<file path="src/design/beg_pkg.sv">
// Shared types, constants and helpers for the brightness envelope generator.
package beg_pkg;

  localparam int unsigned LevelW = 32;
  localparam int unsigned CountW = 16;
  localparam int unsigned NumW   = 34;

  localparam logic signed [LevelW-1:0] LevelOne   = 32'sd65536;
  localparam logic signed [LevelW-1:0] LevelTenth = 32'sd6554;
  localparam logic signed [LevelW-1:0] TopReset   = 32'sd65536000;
  localparam logic signed [LevelW-1:0] BotReset   = 32'sd0;
  localparam logic signed [LevelW-1:0] SatMax     = 32'sh7fffffff;
  localparam logic signed [LevelW-1:0] SatMin     = 32'sh80000000;

  localparam logic [2:0] FuncTick  = 3'd0;
  localparam logic [2:0] FuncGlide = 3'd1;
  localparam logic [2:0] FuncStep  = 3'd2;
  localparam logic [2:0] FuncAccel = 3'd3;
  localparam logic [2:0] FuncLoop  = 3'd4;
  localparam logic [2:0] FuncBeat  = 3'd5;
  localparam logic [2:0] FuncStop  = 3'd6;

  localparam logic [2:0] ModeIdle = 3'd0;
  localparam logic [2:0] ModeLin  = 3'd1;
  localparam logic [2:0] ModeAcc  = 3'd2;
  localparam logic [2:0] ModeLoop = 3'd3;
  localparam logic [2:0] ModeBeat = 3'd4;

  localparam logic CfgTop = 1'b0;
  localparam logic CfgBot = 1'b1;

  typedef struct packed {
    logic [2:0]               func;
    logic signed [LevelW-1:0] target;
    logic signed [LevelW-1:0] velocity;
    logic signed [LevelW-1:0] accel;
    logic [CountW-1:0]        spend_frames;
    logic [CountW-1:0]        attack_frames;
    logic [CountW-1:0]        rest_frames;
    logic [CountW-1:0]        half_beats;
  } in_item_t;

  typedef struct packed {
    logic signed [LevelW-1:0] level;
    logic [2:0]               mode;
    logic [LevelW-1:0]        frame_number;
  } out_item_t;

  typedef struct packed {
    logic                   start;
    logic signed [NumW-1:0] num;
    logic signed [17:0]     den;
  } div_req_t;

  typedef struct packed {
    logic                     done;
    logic signed [LevelW-1:0] quot;
  } div_rsp_t;

  function automatic logic signed [LevelW-1:0] sat_add(
    input logic signed [LevelW-1:0] a,
    input logic signed [LevelW-1:0] b
  );
    logic signed [LevelW:0] s;
    s = {a[LevelW-1], a} + {b[LevelW-1], b};
    if (s[LevelW] != s[LevelW-1]) begin
      return s[LevelW] ? SatMin : SatMax;
    end
    return s[LevelW-1:0];
  endfunction

endpackage

</file>
<file path="src/design/beg_div.sv">
// Sequential signed divider, truncating toward zero, saturated to 32 bits.
module beg_div (
  input  logic             clk,
  input  logic             rst_n,
  input  beg_pkg::div_req_t req,
  output beg_pkg::div_rsp_t rsp
);

  localparam int unsigned NW = beg_pkg::NumW;
  localparam int unsigned DW = 17;

  logic          busy_r, busy_nxt;
  logic [5:0]    cnt_r, cnt_nxt;
  logic [NW-1:0] quo_r, quo_nxt;
  logic [DW:0]   rem_r, rem_nxt;
  logic [DW-1:0] dvs_r, dvs_nxt;
  logic          neg_r, neg_nxt;
  logic          zero_r, zero_nxt;
  logic          done_r, done_nxt;
  logic signed [beg_pkg::LevelW-1:0] q_r, q_nxt;

  logic [NW-1:0]  mag_n;
  logic [17:0]    mag_d;
  logic [DW:0]    shifted;
  logic [DW:0]    trial;
  logic [NW:0]    sq;

  always_comb begin
    mag_n = req.num[NW-1] ? NW'(-req.num) : NW'(req.num);
    mag_d = req.den[17] ? 18'(-req.den) : 18'(req.den);
    shifted = {rem_r[DW-1:0], quo_r[NW-1]};
    trial = shifted - {1'b0, dvs_r};
    busy_nxt = busy_r;
    cnt_nxt  = cnt_r;
    quo_nxt  = quo_r;
    rem_nxt  = rem_r;
    dvs_nxt  = dvs_r;
    neg_nxt  = neg_r;
    zero_nxt = zero_r;
    done_nxt = 1'b0;
    q_nxt    = q_r;
    sq       = '0;
    if (req.start) begin
      busy_nxt = 1'b1;
      cnt_nxt  = 6'(NW);
      quo_nxt  = mag_n;
      rem_nxt  = '0;
      dvs_nxt  = mag_d[DW-1:0];
      neg_nxt  = req.num[NW-1] ^ req.den[17];
      zero_nxt = (req.den == '0);
    end else if (busy_r) begin
      if (!trial[DW]) begin
        rem_nxt = trial;
        quo_nxt = {quo_r[NW-2:0], 1'b1};
      end else begin
        rem_nxt = shifted;
        quo_nxt = {quo_r[NW-2:0], 1'b0};
      end
      cnt_nxt = cnt_r - 6'd1;
      if (cnt_r == 6'd1) begin
        busy_nxt = 1'b0;
        done_nxt = 1'b1;
        sq = neg_r ? -{1'b0, quo_nxt} : {1'b0, quo_nxt};
        if (zero_r) begin
          q_nxt = '0;
        end else if (!sq[NW] && (sq[NW-1:beg_pkg::LevelW-1] != '0)) begin
          q_nxt = beg_pkg::SatMax;
        end else if (sq[NW] && (sq[NW-1:beg_pkg::LevelW-1] != '1)) begin
          q_nxt = beg_pkg::SatMin;
        end else begin
          q_nxt = sq[beg_pkg::LevelW-1:0];
        end
      end
    end
  end

  always_ff @(posedge clk) begin
    if (!rst_n) begin
      busy_r <= 1'b0;
      done_r <= 1'b0;
      cnt_r  <= '0;
    end else begin
      busy_r <= busy_nxt;
      done_r <= done_nxt;
      cnt_r  <= cnt_nxt;
    end
    quo_r  <= quo_nxt;
    rem_r  <= rem_nxt;
    dvs_r  <= dvs_nxt;
    neg_r  <= neg_nxt;
    zero_r <= zero_nxt;
    q_r    <= q_nxt;
  end

  assign rsp.done = done_r;
  assign rsp.quot = q_r;

endmodule

</file>
<file path="src/design/brightness_envelope_generator_top.sv">
// Top level of the brightness envelope generator: command sequencer and state.
//
//  channel | signals                        | direction
//  in      | in_valid in_ready in_data      | item in
//  out     | out_valid out_ready out_data   | item out
//  cfg     | cfg_we cfg_index cfg_wdata     | register write
//
// An item with division waits in ST_DIV for the 34-step shared divider;
// one without goes straight to ST_OUT. Ready is low from accept until the
// result is loaded into the output register; a held result stalls the next
// item only at load time. Reset is synchronous, active low.
module brightness_envelope_generator_top (
  input  logic                clk,
  input  logic                rst_n,
  input  logic                in_valid,
  output logic                in_ready,
  input  beg_pkg::in_item_t   in_data,
  output logic                out_valid,
  input  logic                out_ready,
  output beg_pkg::out_item_t  out_data,
  input  logic                cfg_we,
  input  logic                cfg_index,
  input  logic [31:0]         cfg_wdata
);

  typedef enum logic [1:0] {ST_IDLE, ST_DIV, ST_OUT} state_t;
  typedef enum logic [2:0] {
    DK_GLIDE, DK_LOOP, DK_BEAT, DK_LOOP_DN, DK_LOOP_UP, DK_FALL, DK_RISE
  } dkind_t;

  state_t state_r, state_nxt;
  dkind_t dk_r, dk_nxt;

  logic signed [31:0] top_r, bot_r;
  logic signed [31:0] lvl_r, lvl_nxt, spd_r, spd_nxt, chg_r, chg_nxt;
  logic signed [31:0] goal_r, goal_nxt;
  logic [2:0]  mode_r, mode_nxt;
  logic [15:0] half_r, half_nxt, stopc_r, stopc_nxt, per_r, per_nxt;
  logic [15:0] rise_r, rise_nxt, pause_r, pause_nxt;
  logic [31:0] bstart_r, bstart_nxt, fc_r, fc_nxt;
  logic        ov_r, ov_nxt;
  beg_pkg::out_item_t od_r, od_nxt;

  beg_pkg::div_req_t dreq;
  beg_pkg::div_rsp_t drsp;
  logic signed [32:0] span;
  logic signed [31:0] sum;
  logic [15:0] halfi;
  logic        half_stop;

  beg_div u_div (.clk(clk), .rst_n(rst_n), .req(dreq), .rsp(drsp));

  assign in_ready  = (state_r == ST_IDLE);
  assign out_valid = ov_r;
  assign out_data  = od_r;

  always_comb begin
    state_nxt = state_r; dk_nxt = dk_r;
    lvl_nxt = lvl_r; spd_nxt = spd_r; chg_nxt = chg_r; goal_nxt = goal_r;
    mode_nxt = mode_r; half_nxt = half_r; stopc_nxt = stopc_r; per_nxt = per_r;
    rise_nxt = rise_r; pause_nxt = pause_r; bstart_nxt = bstart_r; fc_nxt = fc_r;
    ov_nxt = ov_r && !out_ready;
    od_nxt = od_r;
    dreq = '0;
    span = {top_r[31], top_r} - {bot_r[31], bot_r};
    sum = beg_pkg::sat_add(lvl_r, spd_r);
    halfi = half_r + 16'd1;
    half_stop = (stopc_r != '0) && (halfi == stopc_r);
    case (state_r)
      ST_IDLE: begin
        if (in_valid) begin
          state_nxt = ST_OUT;
          case (in_data.func)
            beg_pkg::FuncTick: begin
              if (mode_r != beg_pkg::ModeIdle) begin
                fc_nxt = fc_r + 32'd1;
                if (mode_r == beg_pkg::ModeLin || mode_r == beg_pkg::ModeAcc) begin
                  lvl_nxt = sum;
                  if ((spd_r > 0 && goal_r <= sum) || (spd_r < 0 && goal_r >= sum)) begin
                    lvl_nxt = goal_r;
                    mode_nxt = beg_pkg::ModeIdle;
                  end
                  if (mode_r == beg_pkg::ModeAcc) begin
                    spd_nxt = beg_pkg::sat_add(spd_r, chg_r);
                  end
                end else if (mode_r == beg_pkg::ModeLoop) begin
                  lvl_nxt = sum;
                  if (top_r <= sum) begin
                    lvl_nxt = top_r; half_nxt = halfi;
                    if (half_stop) mode_nxt = beg_pkg::ModeIdle;
                    dreq.start = 1'b1; dreq.num = -(34'(span) <<< 1);
                    dreq.den = 18'({2'b0, per_r}); dk_nxt = DK_LOOP_DN;
                    state_nxt = ST_DIV;
                  end else if (bot_r >= sum) begin
                    lvl_nxt = bot_r; half_nxt = halfi;
                    if (half_stop) mode_nxt = beg_pkg::ModeIdle;
                    dreq.start = 1'b1; dreq.num = 34'(span) <<< 1;
                    dreq.den = 18'({2'b0, per_r}); dk_nxt = DK_LOOP_UP;
                    state_nxt = ST_DIV;
                  end
                end else if (mode_r == beg_pkg::ModeBeat) begin
                  lvl_nxt = sum;
                  if (bstart_r + 32'(rise_r) == fc_r) begin
                    lvl_nxt = top_r; half_nxt = halfi;
                    if (half_stop) mode_nxt = beg_pkg::ModeIdle;
                    dreq.start = 1'b1; dreq.num = -34'(span);
                    dreq.den = 18'(per_r) - 18'(rise_r) - 18'(pause_r);
                    dk_nxt = DK_FALL; state_nxt = ST_DIV;
                  end else if (bot_r > sum) begin
                    lvl_nxt = bot_r; spd_nxt = '0;
                  end else if (bstart_r + 32'(per_r) == fc_r) begin
                    bstart_nxt = fc_r; half_nxt = halfi;
                    if (half_stop) mode_nxt = beg_pkg::ModeIdle;
                    dreq.start = 1'b1; dreq.num = 34'(span);
                    dreq.den = 18'(rise_r); dk_nxt = DK_RISE; state_nxt = ST_DIV;
                  end
                end
              end
            end
            beg_pkg::FuncGlide: begin
              goal_nxt = in_data.target;
              dreq.start = 1'b1;
              dreq.num = 34'(in_data.target) - 34'(lvl_r);
              dreq.den = 18'(in_data.spend_frames);
              dk_nxt = DK_GLIDE; state_nxt = ST_DIV;
            end
            beg_pkg::FuncStep: begin
              mode_nxt = beg_pkg::ModeLin; goal_nxt = in_data.target;
              if (in_data.target > lvl_r) spd_nxt = in_data.velocity;
              else if (in_data.target < lvl_r)
                spd_nxt = (in_data.velocity == beg_pkg::SatMin) ? beg_pkg::SatMax
                          : -in_data.velocity;
              else spd_nxt = '0;
            end
            beg_pkg::FuncAccel: begin
              mode_nxt = beg_pkg::ModeAcc; goal_nxt = in_data.target;
              spd_nxt = in_data.velocity; chg_nxt = in_data.accel;
            end
            beg_pkg::FuncLoop: begin
              mode_nxt = beg_pkg::ModeLoop; half_nxt = '0;
              stopc_nxt = in_data.half_beats; per_nxt = in_data.spend_frames;
              dreq.start = 1'b1;
              dreq.num = 34'(top_r) - 34'(lvl_r);
              dreq.den = 18'(in_data.spend_frames >> 1);
              dk_nxt = DK_LOOP; state_nxt = ST_DIV;
            end
            beg_pkg::FuncBeat: begin
              mode_nxt = beg_pkg::ModeBeat; half_nxt = '0;
              stopc_nxt = in_data.half_beats; rise_nxt = in_data.attack_frames;
              pause_nxt = in_data.rest_frames; bstart_nxt = fc_r;
              per_nxt = in_data.spend_frames;
              dreq.start = 1'b1;
              dreq.num = 34'(top_r) - 34'(lvl_r);
              dreq.den = 18'(in_data.attack_frames);
              dk_nxt = DK_BEAT; state_nxt = ST_DIV;
            end
            beg_pkg::FuncStop: mode_nxt = beg_pkg::ModeIdle;
            default: ;
          endcase
        end
      end
      ST_DIV: begin
        if (drsp.done) begin
          spd_nxt = drsp.quot;
          state_nxt = ST_OUT;
          case (dk_r)
            DK_GLIDE: mode_nxt = (drsp.quot == '0) ? beg_pkg::ModeIdle : beg_pkg::ModeLin;
            DK_LOOP: if (drsp.quot == '0) spd_nxt = beg_pkg::LevelTenth;
            default: ;
          endcase
        end
      end
      ST_OUT: begin
        if (!ov_r || out_ready) begin
          ov_nxt = 1'b1;
          od_nxt.level = lvl_r;
          od_nxt.mode = mode_r;
          od_nxt.frame_number = fc_r;
          state_nxt = ST_IDLE;
        end
      end
      default: state_nxt = ST_IDLE;
    endcase
  end

  always_ff @(posedge clk) begin
    if (!rst_n) begin
      state_r <= ST_IDLE; dk_r <= DK_GLIDE;
      top_r <= beg_pkg::TopReset; bot_r <= beg_pkg::BotReset;
      lvl_r <= beg_pkg::LevelOne; spd_r <= '0; chg_r <= '0;
      goal_r <= beg_pkg::LevelOne; mode_r <= beg_pkg::ModeIdle;
      half_r <= '0; stopc_r <= '0; per_r <= '0; rise_r <= '0; pause_r <= '0;
      bstart_r <= '0; fc_r <= '0; ov_r <= 1'b0;
    end else begin
      state_r <= state_nxt; dk_r <= dk_nxt;
      if (cfg_we && cfg_index == beg_pkg::CfgTop) top_r <= cfg_wdata;
      if (cfg_we && cfg_index == beg_pkg::CfgBot) bot_r <= cfg_wdata;
      lvl_r <= lvl_nxt; spd_r <= spd_nxt; chg_r <= chg_nxt;
      goal_r <= goal_nxt; mode_r <= mode_nxt;
      half_r <= half_nxt; stopc_r <= stopc_nxt; per_r <= per_nxt;
      rise_r <= rise_nxt; pause_r <= pause_nxt;
      bstart_r <= bstart_nxt; fc_r <= fc_nxt; ov_r <= ov_nxt;
    end
    od_r <= od_nxt;
  end

  a_div_only_busy: assert property (@(posedge clk) disable iff (!rst_n)
    drsp.done |-> state_r == ST_DIV) else $error("divider result outside wait");
  a_no_accept_busy: assert property (@(posedge clk) disable iff (!rst_n)
    state_r == ST_DIV |-> !in_ready) else $error("ready while dividing");
  a_out_load: assert property (@(posedge clk) disable iff (!rst_n)
    (state_r == ST_OUT && (!ov_r || out_ready)) |=> out_valid && state_r == ST_IDLE)
    else $error("result not loaded");

endmodule
</file>
<file path="config.mk">
export PLATFORM = sky130hd
export DESIGN_NAME = brightness_envelope_generator_top
export DESIGN_NICKNAME = d
export VERILOG_FILES = /design/src/design/beg_pkg.sv /design/src/design/beg_div.sv /design/src/design/brightness_envelope_generator_top.sv
export SDC_FILE = /design/constraint.sdc
export NUM_CORES = 2
export LEC_CHECK = 0
export BUFFER_PORTS_ARGS = -buffer_cell sky130_fd_sc_hd__buf_2
export CAP_MARGIN = 20
export CELL_PAD_IN_SITES_DETAIL_PLACEMENT = 0
export CELL_PAD_IN_SITES_GLOBAL_PLACEMENT = 2
export CORE_UTILIZATION = 41
export CTS_CLUSTER_DIAMETER = 30
export DETAILED_ROUTE_END_ITERATION = 7
export GPL_TIMING_DRIVEN = 0
export PLACE_DENSITY_LB_ADDON = 0.15
export SYNTH_ARGS = -nofsm -noshare
export SYNTH_HDL_FRONTEND = slang
export SYNTH_SLANG_ARGS = --single-unit
</file>
<file path="constraint.sdc">
create_clock -name clk -period 12.3 [get_ports clk]
set_clock_uncertainty 0.15 [all_clocks]
set_input_delay 0.615 -clock clk [delete_from_list [all_inputs] [get_ports clk]]
set_output_delay 0.615 -clock clk [all_outputs]
set_load 0.01 [all_outputs]
</file>
==> flow_summary.ini <==
[outcome]
outcome = complete, no violations

[floorplanning]
rows = 120
ios = 270
effective_utilization_at_floorplan = 0.414
die-area_um2 = 110000
placeableCoreArea_um2 = 107000
die_x_um = 331
die-height_um = 331

[detailed_routing]
wirelength_um = 195000
post-route-drc-count = 0
drt_pre_antenna_iters = 6
drt-initial-drc-count = 4229
drt-wirelength-per-cell_um = 25.0
vias_cell = 5.90
route.vias.total = 45900
route.antenna.remaining_nets = 0

[synthesis]
share_of_flip_flops_with_an_asynchronous_set_or_reset = 0
synthFlopType = sky130_fd_sc_hd__dfxtp_1
flop_and_latch_count_out_of_synthesis = 522
synth.yosys.seq_area_share = 0.269
mean_syn_cell_area_um2 = 7.83
post-synth-top-area-cell = sky130_fd_sc_hd__dfxtp_1
synth_top_cells_by_area = sky130_fd_sc_hd__dfxtp_1 (17%), sky130_fd_sc_hd__edfxtp_1 (10%), sky130_fd_sc_hd__ha_1 (9.7%)
synth_warnings = 0
yosys.area.top_type_share = 0.167
synth-edff-count = 152
synthesis.instances = 5672
synth_fp_nets = 6226
netlist_area_um2 = 44400
synth_cell_type_count = 113

[global_routing]
groute.usage.overall = 0.346
globalRoute.totalOverflow = 0
grt_start_max_net_pins = 33
first_global_vias = 43200
grt_pass1_wl_um = 281000
antenna_found_initial = 5

[clock_tree]
clock_network_latency_to_the_later_pin_of_the_worst_skew_pair_ns = 0.76
cts_post_setup_buffers_inserted = 0
clkSinkCount = 522
cts.path.max_buffers = 3
clock_tree_from_tritoncts = built
total_cts_buffers = 147
cts_repair_resize_count = 0
clkSlewWorstSetupHoldPaths_ns = 0.04
clock_tree.htree_level_count = 4
root_cell_of_the_clock_tree = sky130_fd_sc_hd__clkbuf_16

[power]
powerDensity_nw_per_um2 = 150
sequentialPowerShare = 0.243
p_total_mw = 8.17
switching_share = 0.324
cellLeakagePower_nw = 22.1
clkPwrFrac = 0.504
cell_internal_pwr_mw = 5.52
share_comb_of_total_power = 0.253
peakVddDrop_uv = 123
netSwitchingPower_mw = 2.65

[finish]
top_library_cells_by_usage_in_the_layout_fill_and_taps_aside = sky130_fd_sc_hd__nand2_1 (732), sky130_fd_sc_hd__a21oi_1 (439), sky130_fd_sc_hd__o21ai_0 (391)
final_non_filler_cell_area_um2 = 54500
post_route_cells_drive_above_1_share = 0.103
largest_reg_flops = 67
layout-area-overhead-vs-synth_pct = 22.7
layout_commonest_cell = sky130_fd_sc_hd__nand2_1
design.final.nets = 6798

[place]
placed_area_um2 = 47800
buffer_ports.inserted = 267
hpwl_um = 156000
detailedPlace.worstSlack_ns = 1.47
gpl.final_weighted_congestion = 1.00

[critical_path]
timing.critical_path.fanout_max = 23
critical-path-max-stage-delay_ns = 0.76
critPathRequiredTime_ns = 12.64
timing.critical_path.slowest_stage_cell = sky130_fd_sc_hd__a21oi_1
timing_worst_setup_path_type = reg -> reg
r2r.worst_path.cells = 32
cp.arrival_ns = 11.50
start_kind = register
worstSetupEndpointType = register

[timing]
timing.setup.tns_ns = 0
post-route-period-util = 0.908
timing.final.ws_setup_ns = 1.14
slew_violations = 0
timing.final.setup_violations = 0
max_freq_mhz = 89.6
worstMarginPinSlew_ns = 1.26
finalHoldViolations = 0
min_period_ns = 11.16
worst_slew_margin_rel = 0.152
rsz0062_at_grt = false

[worst_hold_path]
min_delay_path_depth = 3
worstHoldPathType = in -> reg

[job]
maxCapViolCount = 0
synth_stat cells (20+ instances only):
master	number
sky130_fd_sc_hd__a211o_1	20
sky130_fd_sc_hd__a211oi_1	55
sky130_fd_sc_hd__a21boi_0	230
sky130_fd_sc_hd__a21o_1	110
sky130_fd_sc_hd__a21oi_1	439
sky130_fd_sc_hd__a221oi_1	34
sky130_fd_sc_hd__a22o_1	30
sky130_fd_sc_hd__a22oi_1	54
sky130_fd_sc_hd__a31oi_1	53
sky130_fd_sc_hd__and2_1	59
sky130_fd_sc_hd__and3_1	82
sky130_fd_sc_hd__buf_2	29
sky130_fd_sc_hd__clkbuf_1	266
sky130_fd_sc_hd__dfxtp_1	370
sky130_fd_sc_hd__edfxtp_1	152
sky130_fd_sc_hd__ha_1	343
sky130_fd_sc_hd__inv_1	263
sky130_fd_sc_hd__mux2i_1	91
sky130_fd_sc_hd__nand2_1	732
sky130_fd_sc_hd__nand2b_1	50
sky130_fd_sc_hd__nand3_1	100
sky130_fd_sc_hd__nand3b_1	20
sky130_fd_sc_hd__nand4_1	75
sky130_fd_sc_hd__nor2_1	356
sky130_fd_sc_hd__nor2b_1	96
sky130_fd_sc_hd__nor3_1	94
sky130_fd_sc_hd__nor3b_1	20
sky130_fd_sc_hd__nor4_1	45
sky130_fd_sc_hd__o211a_1	35
sky130_fd_sc_hd__o211ai_1	40
sky130_fd_sc_hd__o21a_1	45
sky130_fd_sc_hd__o21ai_0	392
sky130_fd_sc_hd__o21ai_1	25
sky130_fd_sc_hd__o21bai_1	34
sky130_fd_sc_hd__o221ai_1	33
sky130_fd_sc_hd__o31ai_1	38
sky130_fd_sc_hd__or2_2	21
sky130_fd_sc_hd__or3_1	68
sky130_fd_sc_hd__xnor2_1	228
sky130_fd_sc_hd__xor2_1	170
what timing repair did:
action / in CTS / in global routing
setup endpoints to repair: 0 / 0
hold buffers: 130 / 0
hold endpoints to repair: 157 / 0
cells by family after synthesis:
group	Yosys count	synth area share
and+or+nand+nor	1883	0.204
AOI/OAI and AO/OA	1848	0.276
buffers and inverters	569	0.0489
DFF	522	0.269
xor gates and xnor gates	400	0.0792
adders and majority gates	356	0.102
muxes	94	0.0213
power by group through the flow:
stage | Combinational (mW) | Sequential (mW) | Clock (mW)
final | 2.07 | 1.98 | 4.12
after global routing | 2.24 | 1.99 | 4.24
after floorplan | 1.37 | 1.95 | 0
after detailed placement | 1.98 | 2.01 | 0
after CTS | 2.03 | 1.98 | 4.15
after global placement | 1.96 | 2.01 | 0
metal layers:
metal / GRT usage / wire [µm]
met1: 0.447 / 83600
met2: 0.558 / 87500
met3: 0.0589 / 13600
met4: 0.169 / 9760
met5: 0 / 0
stage by stage:
stage / hold slack, ns / std cells / util
after floorplan: 0.253 / 5672 / -
after global placement: 0.265 / 7342 / 0.443
after detailed placement: 0.259 / 7365 / 0.446
after CTS: 0.000606 / 7768 / 0.508
after global routing: 0.0288 / 7771 / 0.509
final: 0.0306 / 7774 / 0.509
worst max-delay path, delay by kind of cell (launching register included):
family | cells | cell delay (ns)
buffers and inverters | 6 | 2.07
and+or+nand+nor | 5 | 1.56
adders and majority gates | 3 | 1.14
DFF | 1 | 0.48
AOI/OAI and AO/OA | 18 | 5.46
path summary, 6_finish.rpt:
| kind | start | to | slack (ns) |
|---|---|---|---|
| worst max-delay path | lvl_r[0] | u_div.quo_r[11] | 1.14 |
| worst min-delay path | in_data[49] | per_r[1] | 0.03 |
| worst max register to register | lvl_r[0] | u_div.quo_r[11] | 1.14 |
| worst min register to register | fc_r[12] | out_data[12] | 0.27 |
final cells by class:
class | count | area, µm²
clock buffers | 181 | 4020
multi-input cells | 4581 | 30300
well taps | 1403 | 1760
inverters | 264 | 991
flip-flops and latches | 522 | 12000
diodes | 3 | 7.51
clock inverters | 92 | 1370
plain buffers | 305 | 1180
repair buffers | 423 | 2930
fillers | 10600 | 52700
(Power assumes the default switching activity.)
